## src/sv/skoc_pkg.sv

```systemverilog
// Shared types, constants and helpers for the sorted key occurrence counter.
// No dependencies; imported by every module of the block.
package skoc_pkg;

	localparam int TABLE_DEPTH = 64;
	localparam int COUNT_WIDTH = 16;
	localparam int HIGH_W      = 34;
	localparam int LOW_W       = 54;
	localparam int KEY_W       = HIGH_W + LOW_W;
	localparam int OCC_W       = 16;
	localparam int USED_W      = $clog2(TABLE_DEPTH + 1);
	localparam int QDEPTH      = 2;
	localparam int QPTR_W      = (QDEPTH > 1) ? $clog2(QDEPTH) : 1;
	localparam int QCNT_W      = $clog2(QDEPTH + 1);
	localparam int SAT_W       = COUNT_WIDTH + OCC_W;

	localparam logic ACT_INSERT = 1'b0;
	localparam logic ACT_FLUSH  = 1'b1;

	typedef logic [KEY_W-1:0]       key_t;
	typedef logic [COUNT_WIDTH-1:0] cnt_t;
	typedef logic [USED_W-1:0]      used_t;
	typedef logic [OCC_W-1:0]       occ_t;

	localparam cnt_t  CNT_MAX  = '1;
	localparam occ_t  OCC_MAX  = '1;
	localparam used_t USED_FULL = USED_W'(TABLE_DEPTH);

	typedef enum logic {
		OP_INSERT,
		OP_FLUSH
	} op_t;

	typedef enum logic {
		BK_IDLE,
		BK_FLUSH
	} back_state_t;

	typedef struct packed {
		op_t  op;
		key_t key;
	} cmd_t;

	typedef struct packed {
		logic ins;
		logic shl;
		logic clr_ovf;
	} cell_ctl_t;

	typedef struct packed {
		key_t  head_key;
		cnt_t  head_cnt;
		used_t used;
		logic  ovf;
	} cell_stat_t;

	function automatic occ_t occ_sat(input cnt_t c);
		logic [SAT_W-1:0] wide;
		wide = SAT_W'(c);
		if (wide > SAT_W'(OCC_MAX)) begin
			return OCC_MAX;
		end
		return wide[OCC_W-1:0];
	endfunction

endpackage

```

## src/sv/skoc_front.sv

```systemverilog
// Front end: accepts items, classifies the action and queues commands.
// Depends on skoc_pkg.
module skoc_front import skoc_pkg::*; (
	input  logic                clk,
	input  logic                arst_n,
	input  logic                push,
	output logic                full,
	input  logic                action,
	input  logic [HIGH_W-1:0]   account_high,
	input  logic [LOW_W-1:0]    account_low,
	output logic                cmd_valid,
	output cmd_t                cmd,
	input  logic                cmd_take
);

	cmd_t              q_mem [QDEPTH];
	logic [QPTR_W-1:0] wr_ptr_q;
	logic [QPTR_W-1:0] rd_ptr_q;
	logic [QCNT_W-1:0] cnt_q;
	logic              wr_en;
	logic              rd_en;
	cmd_t              new_cmd;

	function automatic logic [QPTR_W-1:0] ptr_inc(input logic [QPTR_W-1:0] p);
		if (p == QPTR_W'(QDEPTH - 1)) begin
			return '0;
		end
		return p + 1'b1;
	endfunction

	assign full      = (cnt_q == QCNT_W'(QDEPTH));
	assign cmd_valid = (cnt_q != '0);
	assign wr_en     = push && !full;
	assign rd_en     = cmd_take && cmd_valid;
	assign cmd       = q_mem[rd_ptr_q];

	always_comb begin
		new_cmd.op  = (action == ACT_FLUSH) ? OP_FLUSH : OP_INSERT;
		new_cmd.key = {account_high, account_low};
	end

	always_ff @(posedge clk) begin
		if (wr_en) begin
			q_mem[wr_ptr_q] <= new_cmd;
		end
	end

	always_ff @(posedge clk or negedge arst_n) begin
		if (!arst_n) begin
			wr_ptr_q <= '0;
			rd_ptr_q <= '0;
			cnt_q    <= '0;
		end else begin
			if (wr_en) begin
				wr_ptr_q <= ptr_inc(wr_ptr_q);
			end
			if (rd_en) begin
				rd_ptr_q <= ptr_inc(rd_ptr_q);
			end
			if (wr_en && !rd_en) begin
				cnt_q <= cnt_q + 1'b1;
			end else if (rd_en && !wr_en) begin
				cnt_q <= cnt_q - 1'b1;
			end
		end
	end

endmodule

```

## config.mk

```make
export PLATFORM = sky130hd
export DESIGN_NAME = skoc_front
export DESIGN_NICKNAME = d
export VERILOG_FILES = /design/src/sv/skoc_pkg.sv /design/src/sv/skoc_front.sv
export SDC_FILE = /design/constraint.sdc
export NUM_CORES = 1
export LEC_CHECK = 0
export BUFFER_PORTS_ARGS = -buffer_cell sky130_fd_sc_hd__buf_2
export CORE_ASPECT_RATIO = 1.2
export CORE_UTILIZATION = 45
export CTS_CLUSTER_DIAMETER = 100
export DETAILED_ROUTE_END_ITERATION = 6
export PLACE_DENSITY = 0.73
export SYNTH_ARGS = -nofsm -noshare
export SYNTH_HDL_FRONTEND = slang
export SYNTH_SLANG_ARGS = --single-unit
```

## constraint.sdc

```tcl
create_clock -name clk -period 6.1 [get_ports clk]
set_input_delay 0.61 -clock clk [delete_from_list [all_inputs] [get_ports clk]]
set_output_delay 0.61 -clock clk [all_outputs]
set_load 0.005 [all_outputs]
```

# Yosys cells after proc, flatten, opt, wreduce, memory -nomap -nowiden
# Memories as Yosys holds them, arrays and structs flattened.
# Index checks and enable logic that the tools add are counted.
# word_totals
ram_bits,178
input_bits,93
ff_bits,4
n_memories,1
wordCells,31
output_inout_bits,91
# classes
mux,13
n_addsub,4
n_eq_ne,1
reduce_logical,9
# memory_table
memory,words,word_bits,read_ports,rd_ports_with_merged_regs,write_ports,line_no,text
q_mem,2,89,1,0,1,skoc_front.sv:16,cmd_t q_mem [QDEPTH];
# op_table
cell,count
two-way mux 1 bit,11
logical AND 1 bit,4
two-way mux 2 bit,2
nonzero test 2 bit,2
logical NOT 1 bit,3
"adder 1 bit, second input constant",2
"adder 2 x 1 -> 2 bit, second input constant",1
"== test 2 bit, second input constant",1
"subtractor 2 x 1 -> 2 bit, second input constant",1

# Longest topological paths before layout
# Gate-level depths: netlist of the first run.
# depth
ltp_word,7
ltp_mapped,7
depth_no_buf,7

# Least setup slack after synthesis of the first run
# Ideal clock, no wire load.
# synth_path
path_type,input -> register
from,input port push
to,"memory q_mem[0][0] in the netlist's numbering, enable pin"
path_slack_ns,1.156
stages,2
required_ns,5.563
setup_time_ns,0.537
arrival_ns,4.407
path_buffers,0
cell_sequence,nand2_1 > nor2_1
# synth_via
elab_chain_len,3
# synth_lines
element,line_no,text
from (decl),skoc_front.sv:6,"input logic push,"
logical AND 1 bit,skoc_front.sv:33,assign wr_en = push && !full;
two-way mux 1 bit,skoc_front.sv:43,if (wr_en) begin
two-way mux 1 bit (implied by the code),skoc_front.sv:44,q_mem[wr_ptr_q] <= new_cmd;
to (decl),skoc_front.sv:16,
# No other way between the ends.

==> summary.md, run 1 <==
TritonCTS built the clock tree. The largest net degree at the start of global routing came out at 59. The share of the clock period used by the worst path after layout was 54.5%. The number of buffers inserted for hold repair after clock tree synthesis was 1; the core footprint was 15100 sq um.

In this run, distinct cell masters in the synthesized netlist total 15. The tightest hold path in the finished design has a slack of 373 ps. The number of setup buffers added after CTS is 0. The floorplan die area came out at 16200 sq um. The run gives 0 ps as the final sum of negative setup slack. The tools report the number of remaining DRC errors as 0. The top cell type's share of synthesized area is 75.6%. The first detailed-routing pass ran for 6 iterations. For the clock latency on the worst-skew pair, the log shows 420 ps.

The critical path capture point type was an output port. The library cells used most frequently in the layout, excluding fill and tap cells, are buf_2 (183), edfxtp_1 (178), mux2_4 (89), clkbuf_16 (17), clkinvlp_4 (4). Total via count in the routed design: 3403. Using the TritonRoute via totals, the vias-per-cell ratio works out to 4.80. The mapped cell area was 7070 sq um. Number of port buffers: 183. Sorting the synthesized cells by area gives the leading types as edfxtp_1 (76%), mux2_4 (19%), buf_12 (2.5%). Setup violations remaining at the end of the flow were counted as 0.

At the end of the flow, the number of nets in the layout was 586. Each instance of the synthesized netlist takes up on average 23.9 sq um. The number of nets handed over by synthesis was 390. VDD sags by at most 0.000392 V. The largest total area in the synthesized netlist belongs to edfxtp_1. The critical path is of the reg2out type. Data on the critical path arrives at its endpoint at 2710 ps. Power spread over the standard cell area amounts to 475 nW/um^2.

The leakage power is 3.50 nW. Timing would allow up to 301 MHz. The via count of the first global-routing pass came out at 3595. After detailed routing, the total wire length is 12200 microns. The tools report the kind of start point of the critical path as a register. The tools report the row count as 49. The H-tree depth is 4. Setup repair after global routing left no endpoint under its margin. The final critical delay including setup and external delays was 3320 ps. The run gives 2 as the initial antenna violation count. The detail-routed net length per standard cell was 17.2 microns. The count of nets left with antenna violations once routing finished came out at 0. In this run the tightest slew margin relative to its limit is 27.1%. After the first detailed-routing iteration, the DRC count stood at 142.

Sink count of the clock tree: 182. The number of buffers created by CTS is 17, and the transition time at the pin with the least slew margin is 1090 ps. The tightest min-delay check is of the in2reg type.

The boundary pin count is 184. For the final count of pins violating max slew, the log shows 0. Clock-pin transition on the worst setup and hold timing paths: 70 ps. The max capacitance violation total was 0. The tools report the maximum clock insertion buffer count as 2. The initial core utilization is 46.7%, and the final global-route overflow total is 0.

After clock tree synthesis, the repair step resized 0 gates. First-pass GRT wire length: 18400 microns. Global routing used 15.8% of the available tracks across all layers.

Cells with a size suffix above 1 make up 61.3% of the layout. The peak fanout along the critical path came out at 58. For the worst setup path, the data required time is 5490 ps. The flow ran to the end, and the final reports show no timing, DRC or antenna violations. The run gives 0 as the count of final hold-check violations. Cell at the root of the clock tree: clkbuf_16. Counting every instance in the synthesized netlist gives 296.

The tools report the worst clock skew as 5.37 ps. The number of flip-flops and latches in the synthesized netlist was 182; the routability congestion estimate from global placement was 0.723. The count of synthesis-stage warnings from yosys is 0, and the die outline height is 139 microns. The width of the die works out to 116 microns. The post-synthesis sequential area ratio was 77.0%.

The leading cell type in the layout, fill and taps excluded was buf_2. The relative area change from synthesis to final layout is 22.9%. The HPWL after detailed placement is 8040 microns.
## Yosys cell counts, drive strengths merged
library cell and number:
dfrtp 4, xor2 2, edfxtp 178, and3 1
or2 1, inv 2, buf 10, nand2 2
xnor2 3, nor2 2, mux2 89, ha 1
nand2b 1
## per-stage QoR
stage | utilization (%) | power [W] | cell area [sq um] | std cells | setup slack [ps]
2_1_floorplan | - | 0.00278 | 7070 | 296 | 1160
3_3_place_gp | 53.4 | 0.00307 | 8090 | 676 | 3160
3_5_place_dp | 53.4 | 0.00310 | 8090 | 676 | 3130
4_1_cts | 57.4 | 0.00419 | 8690 | 708 | 2660
5_1_grt | 57.4 | 0.00433 | 8690 | 709 | 2590
6_report | 57.4 | 0.00413 | 8690 | 709 | 2780
## final timing paths
path                                       from                endpoint  slack (ps)  cells after the start
max                        rd_ptr_q$_DFFE_PN0P_                 cmd[84]        2780                      3
min                              account_low[1]   q_mem[1][1]$_DFFE_PP_         370                      1
max reg2reg                cnt_q[0]$_DFFE_PN0P_  q_mem[0][33]$_DFFE_PP_        3400                      4
min reg2reg                cnt_q[1]$_DFFE_PN0P_    cnt_q[1]$_DFFE_PN0P_         490                      1
max in group asynchronous                arst_n    rd_ptr_q$_DFFE_PN0P_        5430                      2
min in group asynchronous                arst_n    cnt_q[1]$_DFFE_PN0P_         540                      2
## power by group
part	total (W)	leakage (nW)	switching (W)	internal, W
Combinational	0.00115	1.53	0.000470	0.000684
Clock	0.00108	0.276	0.000439	0.000640
Sequential	0.00190	1.70	0.000181	0.00171
## layer usage
layer	track usage, %	share of wire (%)	up-vias
met5	0	0.090	-
met2	27.6	54	131
met1	16.6	37	1683
met3	4.62	6.1	27
li1	-	-	1560
met4	9.04	3.1	2
## logic make-up (layout without fill, tap and decap cells)
group / count (synthesis) / after routing / synth area share, %
xor+xnor: 5 / 5 / 0.619
fa+ha+maj: 1 / 1 / 0.177
buf+inv: 12 / 220 / 2.81
flops: 182 / 182 / 77.0
mux: 89 / 89 / 18.9
other cells: 0 / 1 / 0
simple gates: 7 / 7 / 0.513
## cell type report
cell class                      count  area (sq um)
Antenna cell                        1          2.50
Clock buffer                       18           429
Clock inverter                     13           156
Fill cell                        1183          6450
Inverter                            2          7.51
Multi-Input combinational cell    102          1440
Sequential cell                   182          5450
Tap cell                          204           255
Timing Repair Buffer              187           948
## worst max-delay path, cell delays in order (launching register included)
cell and delay, ps:
dfrtp_4 1120, buf_4 650, mux2_4 360, buf_2 130
## flip-flops by register name, summed over array words and instances, names as in the netlist
register,flops
cnt_q,2
q_mem,178
rd_ptr_q,1
wr_ptr_q,1
Note: power is estimated with default switching activity, not from simulation.
==> run 2, diff against run 1 <==
--- a/config.mk
+++ b/config.mk
@@ -5,12 +5,13 @@
 export SDC_FILE = /design/constraint.sdc
 export NUM_CORES = 1
 export LEC_CHECK = 0
+export ABC_AREA = 1
 export BUFFER_PORTS_ARGS = -buffer_cell sky130_fd_sc_hd__buf_2
 export CORE_ASPECT_RATIO = 1.2
 export CORE_UTILIZATION = 45
 export CTS_CLUSTER_DIAMETER = 100
 export DETAILED_ROUTE_END_ITERATION = 6
-export PLACE_DENSITY = 0.73
+export PLACE_DENSITY = 0.76
 export SYNTH_ARGS = -nofsm -noshare
 export SYNTH_HDL_FRONTEND = slang
 export SYNTH_SLANG_ARGS = --single-unit
==> constraint.sdc (replaced) <==
create_clock -name clk -period 3 [get_ports clk]
set_input_delay 0.3 -clock clk [delete_from_list [all_inputs] [get_ports clk]]
set_output_delay 0.3 -clock clk [all_outputs]
set_load 0.005 [all_outputs]
==> summary.md, run 2 <==
The run finished with clean final reports. The final global-route overflow total came out at 0 (unchanged). In the layout the commonest cells are nand2_1 (278), buf_2 (183), edfxtp_1 (178), clkbuf_16 (17), inv_1 (6). Share of layout cells above drive strength 1: 31.5% (-30 points).

The max capacitance violation total is 0 (unchanged). The run gives 2060 ps (-650 ps) as the arrival time reported for the critical path endpoint. The run gives 4198 (+23%) as the total via count in the routed design. The number of buffers inserted to repair setup after CTS is 0 (unchanged), and the detailed-placement wirelength estimate is 8380 microns (+4.2%).

The mapped cell area is 6760 sq um (-4.4%), and the post-synthesis sequential area ratio is 80.5% (+3.6 points). The worst clock skew is 4.55 ps (-0.816 ps). The count of final hold-check violations was 0 (unchanged); the count of synthesis-stage warnings from yosys was 0 (unchanged). The share of synthesized flip-flops with an asynchronous set or reset was 2.20% (unchanged). The number of port buffers works out to 183 (unchanged). The tools report the first-pass GRT wire length as 19900 microns (+7.9%). The logs give 15500 sq um (-4.3%) for the floorplan die area and 3.62 nW (+3.4%) for the leakage power.

The boundary pin count was 184 (unchanged); the share of the clock period used by the worst path after layout was 78.5%. The run gives 0 ps (unchanged) as the final sum of negative setup slack. Yosys attributes the largest share of cell area to edfxtp_1 (79%), nand2_1 (15%), buf_6 (1.7%). TritonCTS built the clock tree.

The peak fanout along the critical path is 54 (-6.9%), and the die outline height is 136 microns (-2.2%). The net count of the mapped netlist is 590 (+51%), and the final routed wirelength across all metal layers is 12900 microns (+5.9%). The area fraction in compound gates after synthesis came out at 0.0740% (+0.074 points).

The cell accounting for the most synthesized area is edfxtp_1. The mux share of post-synthesis cell area was 0% (-19 points). The core footprint came out at 14500 sq um (-4.0%). The total of endpoints with negative setup slack in the final report was 0 (unchanged). Predominant post-synthesis flop cell: edfxtp_1. After synthesis, the most frequently instantiated cells are nand2_1 (278), edfxtp_1 (178), buf_6 (10). The post-synthesis adder-cell area fraction is 0.185% (+0.0082 points), and the maximum clock insertion buffer count is 2 (unchanged). The required time of the critical path is 2700 ps (-2790 ps). The cell area power density works out to 947 nW/um^2 (+99%). The tools report the unique cell type count in the Yosys netlist as 13 (-2).

The run gives 182 (unchanged) as the sink count of the clock tree. XOR/XNOR share of the synthesized area: 0.130% (-0.49 points). The share of synthesized cell area in and, or, nand and nor gates is 15.8% (+15 points), and the number of buffers created by CTS is 17 (unchanged).

The timing-limited maximum frequency came out at 424 MHz. The most common cell in the synthesized netlist was nand2_1. The number of flops mapped to enable cells by yosys is 178 (unchanged). Setup repair after global routing left no endpoint under its margin. q_mem holds more flip-flops than any other register. After synthesis, the largest family of logic cells by area is simple AND/OR/NAND/NOR gates. Routability congestion estimate from global placement: 0.754 (+4.4%).

The depth of the worst hold-timing path is 1 (unchanged). Count of routing violations after the opening detailed-route iteration: 246 (+73%). The run gives 91 (+54%) as the largest net degree at the start of global routing. The path class of the tightest hold or removal check is in2reg. Critical path capture point type: an output port. For the number of nets at the end of the flow, the log shows 779 (+33%). The length of the first detailed-routing pass in iterations is 5 (-1), and the top cell type's share of synthesized area is 79.1% (+3.5 points).

The run gives 0.000442 V (+13%) as the highest ir drop seen on vdd. The transition time at the pin with the least slew margin is 644 ps (-449 ps). The cell at the root of the clock tree is clkbuf_16. For the relative max-transition margin, the log shows 57.0% (+30 points). The width of the die was 114 microns (-2.2%); the initial antenna violation count was 1 (-1). STA classifies the critical path startpoint as a register. Initial core utilization: 46.5% (-0.19 points). The number of antenna-violating nets in the routed design was 0 (unchanged); the detail-routed net length per standard cell was 14.4 microns (-16%). The number of flip-flops and latches in the synthesized netlist came out at 182 (unchanged).

The flip-flop count of the largest register after layout works out to 178 (unchanged). The post-synthesis area per instance is 13.6 sq um (-43%). The via count of the first global-routing pass came out at 4205 (+17%). The clock-pin transition on the worst setup and hold timing paths came out at 70 ps (about the same). For the final count of pins violating max slew, the log shows 0 (unchanged).

The run gives 57.8% (+0.39 points) as the final cell utilization of the core. The worst setup path is of the reg2out kind. The worst reg2reg path depth was 5 (+1); the final critical delay including setup and external delays was 2360 ps. The row count was 48 (-2.0%); the number of remaining DRC errors was 0 (unchanged). The logs give 496 (+68%) for the gate count after technology mapping and 4 (unchanged) for the H-tree depth. The tools report the clock latency on the worst-skew pair as 420 ps (about the same).

Via density per instance: 4.67 (-2.6%). The largest registers in the layout are q_mem (178), cnt_q (2). The global-route usage over all layers is 17.2% (+1.4 points), and the number of diodes is 0 (-1).

Leading cell type in the layout, fill and taps excluded: nand2_1. The area growth from synthesis to layout is 24.2%.
==> run 2: changes by cell type after synthesis, sizes merged, moves of 6 or more <==
cell   previous run  this run
buf              10        19
inv               2         8
mux2             89         0
nand2             2       278
==> run 2: kinds of logic after synthesis <==
kind of cell,Yosys count
adders and majority gates,1
AOI/OAI and AO/OA,1
buffers and inverters,27
xor gates and xnor gates,1
DFF,182
and+or+nand+nor,284
==> run 2: power by group <==
group	internal, W	total (W)	switching (W)
Clock	0.00113	0.00203	0.000894
Sequential	0.00347	0.00372	0.000255
Combinational	0.000838	0.00220	0.00137
==> run 2: metrics by stage <==
step           instance area [sq um]  instances  worst slack [ps]  hold WS, ps  total power [W]
2_1_floorplan                   6770        496               111         4.41          0.00510
3_3_place_gp                    7850        865              1080          108          0.00595
3_5_place_dp                    7850        865              1050          116          0.00603
4_1_cts                         8400        898               588         45.8          0.00806
5_1_grt                         8400        898               440         45.2          0.00845
6_report                        8400        898               644         65.1          0.00795
==> run 2: area by class of cell <==
class                           count  area, sq um
Clock buffer                       18          429
Clock inverter                     14          111
Fill cell                        1201         6140
Inverter                            8         38.8
Multi-Input combinational cell    287         1100
Sequential cell                   182         5450
Tap cell                          200          250
Timing Repair Buffer              189         1010
==> run 2: path summary, 6_finish.rpt <==
| check | startpoint | endpoint | slack [ps] |
|---|---|---|---|
| min | account_low[6] | q_mem[1][6]$_DFFE_PP_ | 70 |
| max | rd_ptr_q$_DFFE_PN0P_ | cmd[70] | 640 |
| max reg2reg | cnt_q[0]$_DFFE_PN0P_ | q_mem[0][25]$_DFFE_PP_ | 1080 |
| min reg2reg | cnt_q[1]$_DFFE_PN0P_ | cnt_q[1]$_DFFE_PN0P_ | 470 |
| max in group asynchronous | arst_n | rd_ptr_q$_DFFE_PN0P_ | 2630 |
| min in group asynchronous | arst_n | cnt_q[0]$_DFFE_PN0P_ | 230 |
==> run 2: repair_timing <==
item                      in CTS  in global routing
hold endpoints to repair       4                  0
hold buffers                   1                  0
resized for setup              0                  0
==> run 2: critical path: stages (launching register included) <==
cell     delay [ps]
dfrtp_4         830
buf_4           470
nand2_1         120
nand2_1          90
buf_2           110
==> run 2: per-layer routing <==
layer  vias to the layer above  global-route usage [%]  part of all wire, %
li1                       2053                       -                    -
met1                      1953                    19.4                   40
met2                       168                    30.1                   52
met3                        22                    4.68                  6.7
met4                         2                    8.44                  1.8
met5                         -                       0                0.085
